`src/hw/rtl/tsavp_pkg.sv`:
```
// Package for the transport stream audio/video PID scanner.
// Holds the field widths, stream constants and the audio table request type.
// No dependencies.
`timescale 1ns / 1ps

package tsavp_pkg;

    // Field widths fixed by the stream format.
    localparam int BYTE_W  = 8;
    localparam int PID_W   = 13;
    localparam int SID_W   = 9;
    localparam int CNT_W   = 20;
    localparam int ACNT_W  = 5;

    // Transport stream header constants.
    localparam logic [BYTE_W-1:0] SYNC_BYTE     = 8'h47;
    localparam logic [BYTE_W-1:0] PID_HI_MASK   = 8'h1F;
    localparam logic [BYTE_W-1:0] PUSI_MASK     = 8'h40;
    localparam logic [BYTE_W-1:0] ADAPT_MASK    = 8'h20;

    // PES stream id ranges.
    localparam logic [BYTE_W-1:0] SID_PRIV1     = 8'hBD;
    localparam logic [BYTE_W-1:0] SID_VIDEO_LO  = 8'hE0;
    localparam logic [BYTE_W-1:0] SID_VIDEO_HI  = 8'hEF;
    localparam logic [BYTE_W-1:0] SID_AUDIO_LO  = 8'hC0;
    localparam logic [BYTE_W-1:0] SID_AUDIO_HI  = 8'hDF;

    // Stream id offsets within the packet.
    localparam logic [SID_W-1:0] SID_POS_PLAIN = 9'd7;
    localparam logic [SID_W-1:0] SID_POS_ADAPT = 9'd8;

    // Packet counter limits and the probe register reset value.
    localparam logic [CNT_W-1:0] COUNT_MAX   = 20'hFFFFF;
    localparam logic [CNT_W-1:0] PROBE_RESET = 20'd10000;

    // Request presented to every audio table cell.
    typedef struct packed {
        logic             wr;
        logic [PID_W-1:0] pid;
    } t_tbl_req;

endpackage

```
`src/hw/rtl/ts_av_pid_scanner_top.sv`:
```
// Transport stream scanner: bytes in, one result per byte out.
// One byte per cycle is taken while the output register is not stalled.
// Each result is registered; the audio table lookup runs along the cell row.
// Reset (synchronous, active low) clears control, sets hunting, presets the probe.
// Depends on tsavp_pkg and tsavp_chain.
`timescale 1ns / 1ps

module ts_av_pid_scanner_top #(
    parameter int AUDIO_ENTRIES = 16,
    parameter int PACKET_BYTES  = 188
) (
    input  logic        i_clk,
    input  logic        i_rst_n,
    input  logic        i_cfg_we,
    input  logic [19:0] i_cfg_data,
    input  logic        i_in_valid,
    output logic        o_in_stall,
    input  logic [7:0]  i_data_byte,
    output logic        o_out_valid,
    input  logic        i_out_stall,
    output logic        o_in_sync,
    output logic        o_video_found,
    output logic [12:0] o_video_pid,
    output logic [4:0]  o_audio_count,
    output logic        o_new_audio,
    output logic [12:0] o_new_audio_pid,
    output logic        o_new_audio_ac3,
    output logic        o_table_full_drop,
    output logic        o_scan_done
);

    localparam int PW = $clog2(PACKET_BYTES);
    localparam int CW = $clog2(AUDIO_ENTRIES + 1);
    localparam int PID_W = tsavp_pkg::PID_W;
    localparam int SID_W = tsavp_pkg::SID_W;
    localparam int CNT_W = tsavp_pkg::CNT_W;

    // Parser and scan state.
    logic [CNT_W-1:0] r_probe;
    logic [PW-1:0]    r_pos,   n_pos;
    logic             r_hunt,  n_hunt;
    logic             r_pusi,  n_pusi;
    logic             r_adapt, n_adapt;
    logic [PID_W-1:0] r_pid,   n_pid;
    logic [SID_W-1:0] r_sid,   n_sid;
    logic [CNT_W-1:0] r_pcnt,  n_pcnt;
    logic             r_fin,   n_fin;
    logic             r_vid,   n_vid;
    logic [PID_W-1:0] r_vpid,  n_vpid;
    logic [CW-1:0]    r_acnt,  n_acnt;

    // Output register.
    logic             r_out_valid;
    logic             r_sync,  n_sync;
    logic             r_fresh, n_fresh;
    logic [PID_W-1:0] r_fpid,  n_fpid;
    logic             r_fac3,  n_fac3;
    logic             r_drop,  n_drop;
    logic             r_ovid;
    logic [PID_W-1:0] r_ovpid;
    logic [CW-1:0]    r_oacnt;
    logic             r_odone;

    logic                in_xfer;
    logic                seen;
    logic                is_video;
    logic                is_audio;
    tsavp_pkg::t_tbl_req tbl_req;

    // A new byte is taken whenever the output register is free or being emptied.
    assign o_in_stall = r_out_valid && i_out_stall;
    assign in_xfer    = i_in_valid && !o_in_stall;

    // Stream id classification of the current byte.
    assign is_video = (i_data_byte >= tsavp_pkg::SID_VIDEO_LO) &&
                      (i_data_byte <= tsavp_pkg::SID_VIDEO_HI);
    assign is_audio = ((i_data_byte >= tsavp_pkg::SID_AUDIO_LO) &&
                       (i_data_byte <= tsavp_pkg::SID_AUDIO_HI)) ||
                      (i_data_byte == tsavp_pkg::SID_PRIV1);

    // Audio table: the row of cells looks up the packet PID.
    tsavp_chain #(
        .AUDIO_ENTRIES (AUDIO_ENTRIES),
        .CW            (CW)
    ) u_chain (
        .i_clk   (i_clk),
        .i_req   (tbl_req),
        .i_count (r_acnt),
        .o_seen  (seen)
    );

    // Next state and result for the byte on the input.
    always_comb begin
        n_pos   = r_pos;
        n_hunt  = r_hunt;
        n_pusi  = r_pusi;
        n_adapt = r_adapt;
        n_pid   = r_pid;
        n_sid   = r_sid;
        n_pcnt  = r_pcnt;
        n_fin   = r_fin;
        n_vid   = r_vid;
        n_vpid  = r_vpid;
        n_acnt  = r_acnt;
        n_sync  = 1'b0;
        n_fresh = 1'b0;
        n_fpid  = '0;
        n_fac3  = 1'b0;
        n_drop  = 1'b0;
        tbl_req.wr  = 1'b0;
        tbl_req.pid = r_pid;

        if (r_fin) begin
            // Scan finished: the byte is ignored.
        end else if (r_hunt || (r_pos == '0)) begin
            if (i_data_byte == tsavp_pkg::SYNC_BYTE) begin
                n_hunt  = 1'b0;
                n_pos   = PW'(1);
                n_pcnt  = (r_pcnt != tsavp_pkg::COUNT_MAX) ? r_pcnt + 1'b1 : r_pcnt;
                n_pusi  = 1'b0;
                n_adapt = 1'b0;
                n_pid   = '0;
                n_sid   = '0;
                n_sync  = 1'b1;
            end else begin
                n_hunt = 1'b1;
                n_pos  = '0;
            end
        end else begin
            n_sync = 1'b1;

            // Header fields.
            if (r_pos == PW'(1)) begin
                n_pusi = (i_data_byte & tsavp_pkg::PUSI_MASK) != '0;
                n_pid  = {5'(i_data_byte & tsavp_pkg::PID_HI_MASK), 8'h00};
            end else if (r_pos == PW'(2)) begin
                n_pid = {r_pid[PID_W-1:8], i_data_byte};
            end else if (r_pos == PW'(3)) begin
                n_adapt = (i_data_byte & tsavp_pkg::ADAPT_MASK) != '0;
                n_sid   = n_adapt ? '0 : tsavp_pkg::SID_POS_PLAIN;
            end else if (r_pos == PW'(4)) begin
                if (r_adapt) begin
                    n_sid = tsavp_pkg::SID_POS_ADAPT + SID_W'(i_data_byte);
                end
            end

            // Stream id byte.
            if (r_pusi && (r_pos >= PW'(5)) && (SID_W'(r_pos) == r_sid)) begin
                if (is_video) begin
                    n_vid  = 1'b1;
                    n_vpid = r_pid;
                end else if (is_audio && !seen) begin
                    if (r_acnt != CW'(AUDIO_ENTRIES)) begin
                        tbl_req.wr = 1'b1;
                        n_acnt  = r_acnt + 1'b1;
                        n_fresh = 1'b1;
                        n_fpid  = r_pid;
                        n_fac3  = (i_data_byte == tsavp_pkg::SID_PRIV1);
                    end else begin
                        n_drop = 1'b1;
                    end
                end
            end

            // End of packet and stop check.
            if (r_pos == PW'(PACKET_BYTES - 1)) begin
                n_pos = '0;
                if (n_vid && (n_acnt != '0) && (r_pcnt >= r_probe)) begin
                    n_fin = 1'b1;
                end
            end else begin
                n_pos = r_pos + 1'b1;
            end
        end

        // The table is written only on an input transfer.
        tbl_req.wr = tbl_req.wr && in_xfer;
    end

    // Probe register.
    always_ff @(posedge i_clk) begin
        if (!i_rst_n) begin
            r_probe <= tsavp_pkg::PROBE_RESET;
        end else if (i_cfg_we) begin
            r_probe <= i_cfg_data;
        end
    end

    // Parser state, updated on each input transfer.
    always_ff @(posedge i_clk) begin
        if (!i_rst_n) begin
            r_pos   <= '0;
            r_hunt  <= 1'b1;
            r_pusi  <= 1'b0;
            r_adapt <= 1'b0;
            r_pid   <= '0;
            r_sid   <= '0;
            r_pcnt  <= '0;
            r_fin   <= 1'b0;
            r_vid   <= 1'b0;
            r_vpid  <= '0;
            r_acnt  <= '0;
        end else if (in_xfer) begin
            r_pos   <= n_pos;
            r_hunt  <= n_hunt;
            r_pusi  <= n_pusi;
            r_adapt <= n_adapt;
            r_pid   <= n_pid;
            r_sid   <= n_sid;
            r_pcnt  <= n_pcnt;
            r_fin   <= n_fin;
            r_vid   <= n_vid;
            r_vpid  <= n_vpid;
            r_acnt  <= n_acnt;
        end
    end

    // Output valid flag.
    always_ff @(posedge i_clk) begin
        if (!i_rst_n) begin
            r_out_valid <= 1'b0;
        end else if (in_xfer) begin
            r_out_valid <= 1'b1;
        end else if (!i_out_stall) begin
            r_out_valid <= 1'b0;
        end
    end

    // Output payload, loaded with the result of each input transfer.
    always_ff @(posedge i_clk) begin
        if (in_xfer) begin
            r_sync  <= n_sync;
            r_ovid  <= n_vid;
            r_ovpid <= n_vpid;
            r_oacnt <= n_acnt;
            r_fresh <= n_fresh;
            r_fpid  <= n_fpid;
            r_fac3  <= n_fac3;
            r_drop  <= n_drop;
            r_odone <= n_fin;
        end
    end

    assign o_out_valid       = r_out_valid;
    assign o_in_sync         = r_sync;
    assign o_video_found     = r_ovid;
    assign o_video_pid       = r_ovpid;
    assign o_audio_count     = tsavp_pkg::ACNT_W'(r_oacnt);
    assign o_new_audio       = r_fresh;
    assign o_new_audio_pid   = r_fpid;
    assign o_new_audio_ac3   = r_fac3;
    assign o_table_full_drop = r_drop;
    assign o_scan_done       = r_odone;

endmodule

```
`src/hw/rtl/tsavp_cell.sv`:
```
// One entry of the audio PID table, a cell in the lookup chain.
// Depends on tsavp_pkg for the request type and PID width.
`timescale 1ns / 1ps

module tsavp_cell #(
    parameter int IDX = 0,
    parameter int CW  = 5
) (
    input  logic              i_clk,
    input  tsavp_pkg::t_tbl_req i_req,
    input  logic [CW-1:0]     i_count,
    input  logic              i_hit,
    output logic              o_hit
);

    logic [tsavp_pkg::PID_W-1:0] r_pid;
    logic                        active;

    // The entry takes the PID when it is the next free slot.
    always_ff @(posedge i_clk) begin
        if (i_req.wr && (i_count == CW'(IDX))) begin
            r_pid <= i_req.pid;
        end
    end

    // Only entries below the fill count take part; the hit is passed on down the row.
    assign active = (i_count > CW'(IDX));
    assign o_hit  = i_hit | (active && (r_pid == i_req.pid));

endmodule

```
`src/hw/rtl/tsavp_chain.sv`:
```
// Row of audio table cells with the hit signal handed from cell to cell.
// Depends on tsavp_pkg and tsavp_cell.
`timescale 1ns / 1ps

module tsavp_chain #(
    parameter int AUDIO_ENTRIES = 16,
    parameter int CW            = $clog2(AUDIO_ENTRIES + 1)
) (
    input  logic              i_clk,
    input  tsavp_pkg::t_tbl_req i_req,
    input  logic [CW-1:0]     i_count,
    output logic              o_seen
);

    logic [AUDIO_ENTRIES:0] hit;

    assign hit[0] = 1'b0;

    // One cell per table entry.
    for (genvar g = 0; g < AUDIO_ENTRIES; g++) begin : g_cell
        tsavp_cell #(
            .IDX (g),
            .CW  (CW)
        ) u_cell (
            .i_clk   (i_clk),
            .i_req   (i_req),
            .i_count (i_count),
            .i_hit   (hit[g]),
            .o_hit   (hit[g+1])
        );
    end

    assign o_seen = hit[AUDIO_ENTRIES];

endmodule

```
`config.mk`:
```
export PLATFORM = sky130hd
export DESIGN_NAME = ts_av_pid_scanner_top
export DESIGN_NICKNAME = d
export VERILOG_FILES = /design/src/hw/rtl/tsavp_pkg.sv /design/src/hw/rtl/ts_av_pid_scanner_top.sv /design/src/hw/rtl/tsavp_cell.sv /design/src/hw/rtl/tsavp_chain.sv
export SDC_FILE = /design/constraint.sdc
export NUM_CORES = 1
export LEC_CHECK = 0
export ABC_AREA = 1
export BUFFER_PORTS_ARGS = -buffer_cell sky130_fd_sc_hd__buf_2
export CORE_AREA = 2 2 195 197
export DETAILED_ROUTE_END_ITERATION = 7
export DIE_AREA = 0 0 197 199
export GPL_TIMING_DRIVEN = 1
export PLACE_DENSITY_LB_ADDON = 0.05
export SETUP_SLACK_MARGIN = 0.2
export SLEW_MARGIN = 30
export SYNTH_ARGS = -nofsm -noshare
export SYNTH_HDL_FRONTEND = slang
export SYNTH_SLANG_ARGS = --single-unit
```
`constraint.sdc`:
```
create_clock -name i_clk -period 3.5 [get_ports i_clk]
set_clock_uncertainty 0.1 [all_clocks]
set_input_delay 0.525 -clock i_clk [delete_from_list [all_inputs] [get_ports i_clk]]
set_output_delay 0.525 -clock i_clk [all_outputs]
set_load 0.005 [all_outputs]
```
==> qor.yml, run 1 <==
status: "completed"
cp-end-kind: "flop"
dpl-instance-area_um2: 17640
mostFrequentLayoutCell: "nand2_1"
final_cell_area_um2: 18940
rsz0062_at_grt: "no"
cts.reportedPaths.clkPinSlew_ns: 0.06
leakagePower_nw: 8.103
layout_common_cells: "496 x nand2_1, 245 x edfxtp_1, 239 x nor2_1"
min_period_ns: 3.090
insertion_delay_ns: 0.56
post_drt_wl_per_cell_um: 18.43
drv_cap: 0
min_path_type: "in -> reg"
io_buffer_count: 71
die_x_um: 197
final_nets: 2028
dpl.hpwl_um: 29840
n_antenna_cell: 0
yosys_register_bits: 339
ys_dominant_reg_cell: "edfxtp_1"
syn_nets: 1901
fin_crit_sh: 0.8830
stdcell_count: 2465
firstDrtPassIters: 5
drt-total-wl_um: 45430
ant_nets: 0
cts_buffers: 39
antenna_found_initial: 0
worst_pin_slew_ns: 0.7897
hold_buffers: 0
clk_path_buf_depth: 3
syn_avg_cell_area_um2: 8.946
fillers: 3470
regArea_um2: 9251
gp_congestion: 0.8860
startpoint_type: "flop"
worst_ep_arrival_time_ns: 3.24
power_density_nw_per_um2: 445.5
synth_edf_count: 245
drt_iter0_markers: 808
critPathMaxFanout: 7
io_pins: 72
fin_hold_ws_ns: 0.08695
htree_num_levels: 2
grt_max_degree: 61
die_h_um: 199
cts_tree: "done"
syn_area_um2: 16430
crit_type: "reg -> reg"
dp.cells: 2387
multiInputGateArea_um2: 5984
syn2layout_area_growth_pct: 15.26
grt_pass1_wl_um: 68220
fp.dieArea_um2: 39200
initial_utilization: 0.4426
crit_required_ns: 3.65
yosysSeqAreaShare: 0.5622
fin_total_pwr_mw: 8.439
hold_viol_final: 0
peakVddDrop_v: 0.0004222
grt_pass1_vias: 11530
drive_above_1_share: 0.1396
viasPerCell: 4.997
slew_violations: 0
grt-ovfl-total: 0
grtUsageTotal: 0.2334
finalSetupViolations: 0
yosysWarnings: 0
slew-limit-headroom: 0.4686
tns_ns: 0
async_flop_share: 0
ys_types: 49
core_area_um2: 37130
fmax_mhz: 323.6
row_count: 71
clock-root-buffer: "clkbuf_16"
syn_inst: 1837
numClockSinks: 339
vias: 12320
drcViolationCount: 0
## worst max-delay path: stages, from the launching register on
cell and delay (ns):
dfxtp_2 0.35, nor2_1 0.32, buf_4 0.18, nand2_1 0.10, nand2_1 0.10, inv_1 0.04
nand2_1 0.04, nor2_1 0.05, nand2_1 0.07, nand2_1 0.08, nor2_2 0.11, nand2_1 0.09
nor2_4 0.13, nand3_2 0.12, nor2_4 0.11, nand2_2 0.11, buf_6 0.20, nor3_4 0.31
buf_6 0.19
## metrics by stage
stage,setup WS [ns],util
after floorplan,0.1628,-
after global placement,0.1338,0.4750
after detailed placement,0.07273,0.4750
after CTS,0.2067,0.5060
after global routing,0.1986,0.5101
final,0.4095,0.5101
## kinds of logic (layout without fill, tap and decap cells)
group,count (synthesis),in the layout,synth area share
AND/OR/NAND/NOR,861,861,0.2155
adder cells (fa/ha/maj),31,31,0.02360
AO/OA/AOI/OAI,222,222,0.07370
XOR/XNOR,91,91,0.04850
buffers and inverters,293,447,0.07659
flip-flops,339,339,0.5622
## layout make-up
cell class | count | share of cell area
clock buffers | 59 | 0.05813
clock inverters | 9 | 0.002576
inverters | 226 | 0.04558
multi-input cells | 1205 | 0.3159
flip-flops and latches | 339 | 0.4884
well taps | 474 | 0.03131
repair buffers | 152 | 0.05780
repair inverters | 1 | 0.0002642
## routing by layer
| metal | part of all wire | global-route usage | vias up |
|---|---|---|---|
| met5 | 0 | 0 | - |
| met4 | 0.022 | 0.06656 | 0 |
| met3 | 0.043 | 0.03832 | 59 |
| met2 | 0.46 | 0.3786 | 239 |
| met1 | 0.48 | 0.3240 | 5829 |
| li1 | - | - | 6191 |
## power breakdown
| part | internal, mW | switching [mW] | total, mW |
|---|---|---|---|
| clock network | 2.16 | 1.60 | 3.76 |
| logic | 0.111 | 0.219 | 0.330 |
| registers | 4.32 | 0.0275 | 4.35 |
## registers in the layout, indices dropped and copies added (netlist names), 8 cells and up
name                         count
r_sid                            9
o_new_audio_pid                 13
o_video_pid                     13
r_probe                         20
r_pid                           13
r_vpid                          13
u_chain.g_cell.u_cell.r_pid    208
r_pcnt                          20
r_pos                            8
## repair_timing
action,in CTS,in global routing
resized for setup,1,29
setup endpoints to repair,41,170
buffers inserted,0,8
hold endpoints to repair,0,0
pin swaps,0,2
cloned,0,2
## worst paths after layout
path,from,end,slack (ns),depth (start not counted)
hold / removal,i_cfg_data[10],r_probe[10],0.09,3
setup reg to reg,r_acnt[1],u_chain.g_cell[13].u_cell.r_pid[2],0.41,18
setup / recovery,r_acnt[1],u_chain.g_cell[13].u_cell.r_pid[2],0.41,18
hold reg to reg,r_probe[14],r_probe[14],0.36,2
## Yosys cell counts, drive strengths merged (3+ instances only)
library cell  instances  area share
nand2               500        0.11
nor3                 25      0.0091
or2                   5      0.0019
nand4                14      0.0062
inv                 225       0.052
clkbuf               16      0.0037
xnor2                42       0.022
o21ai               118       0.036
a31oi                 3      0.0021
a21oi                75       0.023
a211oi               11      0.0050
edfxtp              245        0.45
xor2                 49       0.026
nor3b                 3      0.0017
nor2                257       0.063
dfxtp                94        0.11
nor4                  5      0.0019
nand3                49       0.016
ha                   31       0.024
buf                  51       0.021
(Power assumes the default switching activity.)
==> run 2, diff against run 1 <==
--- a/config.mk
+++ b/config.mk
@@ -11,7 +11,7 @@
 export DETAILED_ROUTE_END_ITERATION = 7
 export DIE_AREA = 0 0 197 199
 export GPL_TIMING_DRIVEN = 1
-export PLACE_DENSITY_LB_ADDON = 0.05
+export PLACE_DENSITY = 0.62
 export SETUP_SLACK_MARGIN = 0.2
 export SLEW_MARGIN = 30
 export SYNTH_ARGS = -nofsm -noshare
==> run 2 against run 1 <==
Clock power up 2%. Utilization is 0.17 points lower. Combinational power about the same. First-iteration DRC count up 20%. Cell area is 0.32% lower. Via count is 0.86% higher. Sequential power about the same. Global-route usage down 1.4 points. Critical path depth is 2 lower. Critical endpoint is now u_chain.g_cell[6].u_cell.r_pid[5]. Largest power group unchanged.
==> qor.yml, run 2 (same netlist as run 1, synthesis figures left out) <==
initial_utilization: 0.4426  # unchanged
fmax_mhz: 318.7  # -1.5%
grtUsageTotal: 0.2194  # -0.01402
hold_viol_final: 0  # unchanged
fin_util: 0.5085  # -0.001651
core_area_um2: 37130  # unchanged
largest_registers: "u_chain.g_cell.u_cell.r_pid x208, r_pcnt x20, r_probe x20"
drt_iter0_markers: 972  # +20%
slew-limit-headroom: 0.4567  # -0.01196
fillers: 3398  # -2.1%
drv_cap: 0  # unchanged
critPathMaxFanout: 8  # +1
power_density_nw_per_um2: 450.9  # +1.2%
gp_congestion: 0.9650  # +8.9%
min_period_ns: 3.137  # +0.04701 ns
multiInputGateArea_um2: 6038  # +0.90%
antenna_found_initial: 0  # unchanged
drive_above_1_share: 0.1354  # -0.004206
ant_nets: 0  # unchanged
syn2layout_area_growth_pct: 14.88
regArea_um2: 9248  # about the same
viasPerCell: 5.065  # +1.4%
fin_crit_sh: 0.8964  # +0.01343
insertion_delay_ns: 0.53  # -0.03 ns
status: "completed"
cts.reportedPaths.clkPinSlew_ns: 0.06  # about the same
dpl-instance-area_um2: 17540  # -0.57%
layout_common_cells: "496 x nand2_1, 245 x edfxtp_1, 237 x nor2_1"
worst_pin_slew_ns: 0.8141  # +0.02433 ns
io_pins: 72  # unchanged
fin_total_pwr_mw: 8.513  # +0.88%
startpoint_type: "flop"
drt-total-wl_um: 42870  # -5.6%
n_antenna_cell: 0  # unchanged
htree_num_levels: 2  # unchanged
die_h_um: 199  # unchanged
cpMaxStageDelayCell: "dfxtp_1"
leakagePower_nw: 8.043  # -0.73%
worst_ep_arrival_time_ns: 3.28  # +0.04 ns
cp_cell_sequence: "inv_4, nand2_2, nor2_4, nand2_1, nand3_1, nor2_1, nand2_1, nand2_1, nor2_1, nand2_1, nor2_2, nand3_2, nor2_4, nand3_4, nor3_4, buf_6"
cpPeakStageDelay_ns: 0.44  # +0.09 ns
firstDrtPassIters: 7  # +2
crit_required_ns: 3.64  # about the same
clock-root-buffer: "clkbuf_16"
largest_reg_flops: 208  # unchanged
die_x_um: 197  # unchanged
drcViolationCount: 0  # unchanged
grt_max_degree: 59  # -3.3%
tns_ns: 0  # unchanged
post_drt_wl_per_cell_um: 17.48  # -5.2%
io_buffer_count: 71  # unchanged
slew_violations: 0  # unchanged
final_nets: 2017  # -0.54%
mostFrequentLayoutCell: "nand2_1"
cts_buffers: 38  # -2.6%
grt-ovfl-total: 0  # unchanged
crit_type: "reg -> reg"
grt_pass1_wl_um: 65690  # -3.7%
fin_hold_ws_ns: 0.1132  # +0.02626 ns
dpl.hpwl_um: 28690  # -3.9%
peakVddDrop_v: 0.0003173  # -25%
numClockSinks: 339  # unchanged
clk_path_buf_depth: 3  # unchanged
rrSetupSlack_ns: 0.36  # -0.05 ns
fp.dieArea_um2: 39200  # unchanged
final_cell_area_um2: 18880  # -0.32%
cp-end-kind: "flop"
rsz0062_at_grt: "no"
cts_tree: "done"
row_count: 71  # unchanged
vias: 12420  # +0.86%
finalSetupViolations: 0  # unchanged
largest_register: "u_chain.g_cell.u_cell.r_pid"
cp_common_cell: "nand2_1"
grt_pass1_vias: 11830  # +2.6%
min_path_type: "in -> reg"
==> run 2: timing repair <==
item	CTS	global route
resized for setup	1	27
pin swaps	0	3
setup endpoints to repair	52	208
hold buffers	0	0
setup buffers	0	4
gates cloned	0	1
==> run 2: path summary, 6_finish.rpt <==
path / start / to / cells past startpoint
setup / recovery: r_acnt[4] / u_chain.g_cell[6].u_cell.r_pid[5] / 16
hold / removal: i_cfg_data[9] / r_probe[9] / 3
setup reg to reg: r_acnt[4] / u_chain.g_cell[6].u_cell.r_pid[5] / 16
hold reg to reg: r_probe[6] / r_probe[6] / 2
==> run 2: worst max-delay path: cells and delay by family, from the launching register on <==
family,cells,cell delay (ns)
DFF,1,0.44
buffers and inverters,2,0.37
and+or+nand+nor,14,1.93
==> run 2: layout make-up <==
| class | instances | share of cell area |
|---|---|---|
| flip-flops and latches | 339 | 0.4898 |
| multi-input cells | 1205 | 0.3198 |
| clock buffers | 51 | 0.05560 |
| repair buffers | 143 | 0.05063 |
| inverters | 226 | 0.04526 |
| well taps | 474 | 0.03141 |
| clock inverters | 15 | 0.007488 |
==> run 2: power breakdown <==
group / internal, mW / switching [mW] / leakage [nW]
Sequential: 4.32 / 0.0294 / 3.11
Clock: 2.25 / 1.58 / 0.582
Combinational: 0.109 / 0.218 / 4.36
Total: 6.68 / 1.83 / 8.04
==> run 2: stage by stage <==
stage / cells / setup WS (ns)
after CTS: 2448 / 0.2887
after global placement: 2382 / 0.2705
final: 2453 / 0.3625
after global routing: 2453 / 0.1694
after floorplan: 1837 / 0.1628
after detailed placement: 2382 / 0.2013
==> run 2: metal layers <==
| metal | GRT usage | wire, µm | vias up |
|---|---|---|---|
| li1 | - | - | 6175 |
| met1 | 0.2874 | 19070 | 5812 |
| met2 | 0.3705 | 20140 | 338 |
| met3 | 0.03086 | 2101 | 99 |
| met4 | 0.08326 | 1552 | 0 |
| met5 | 0 | 0 | - |
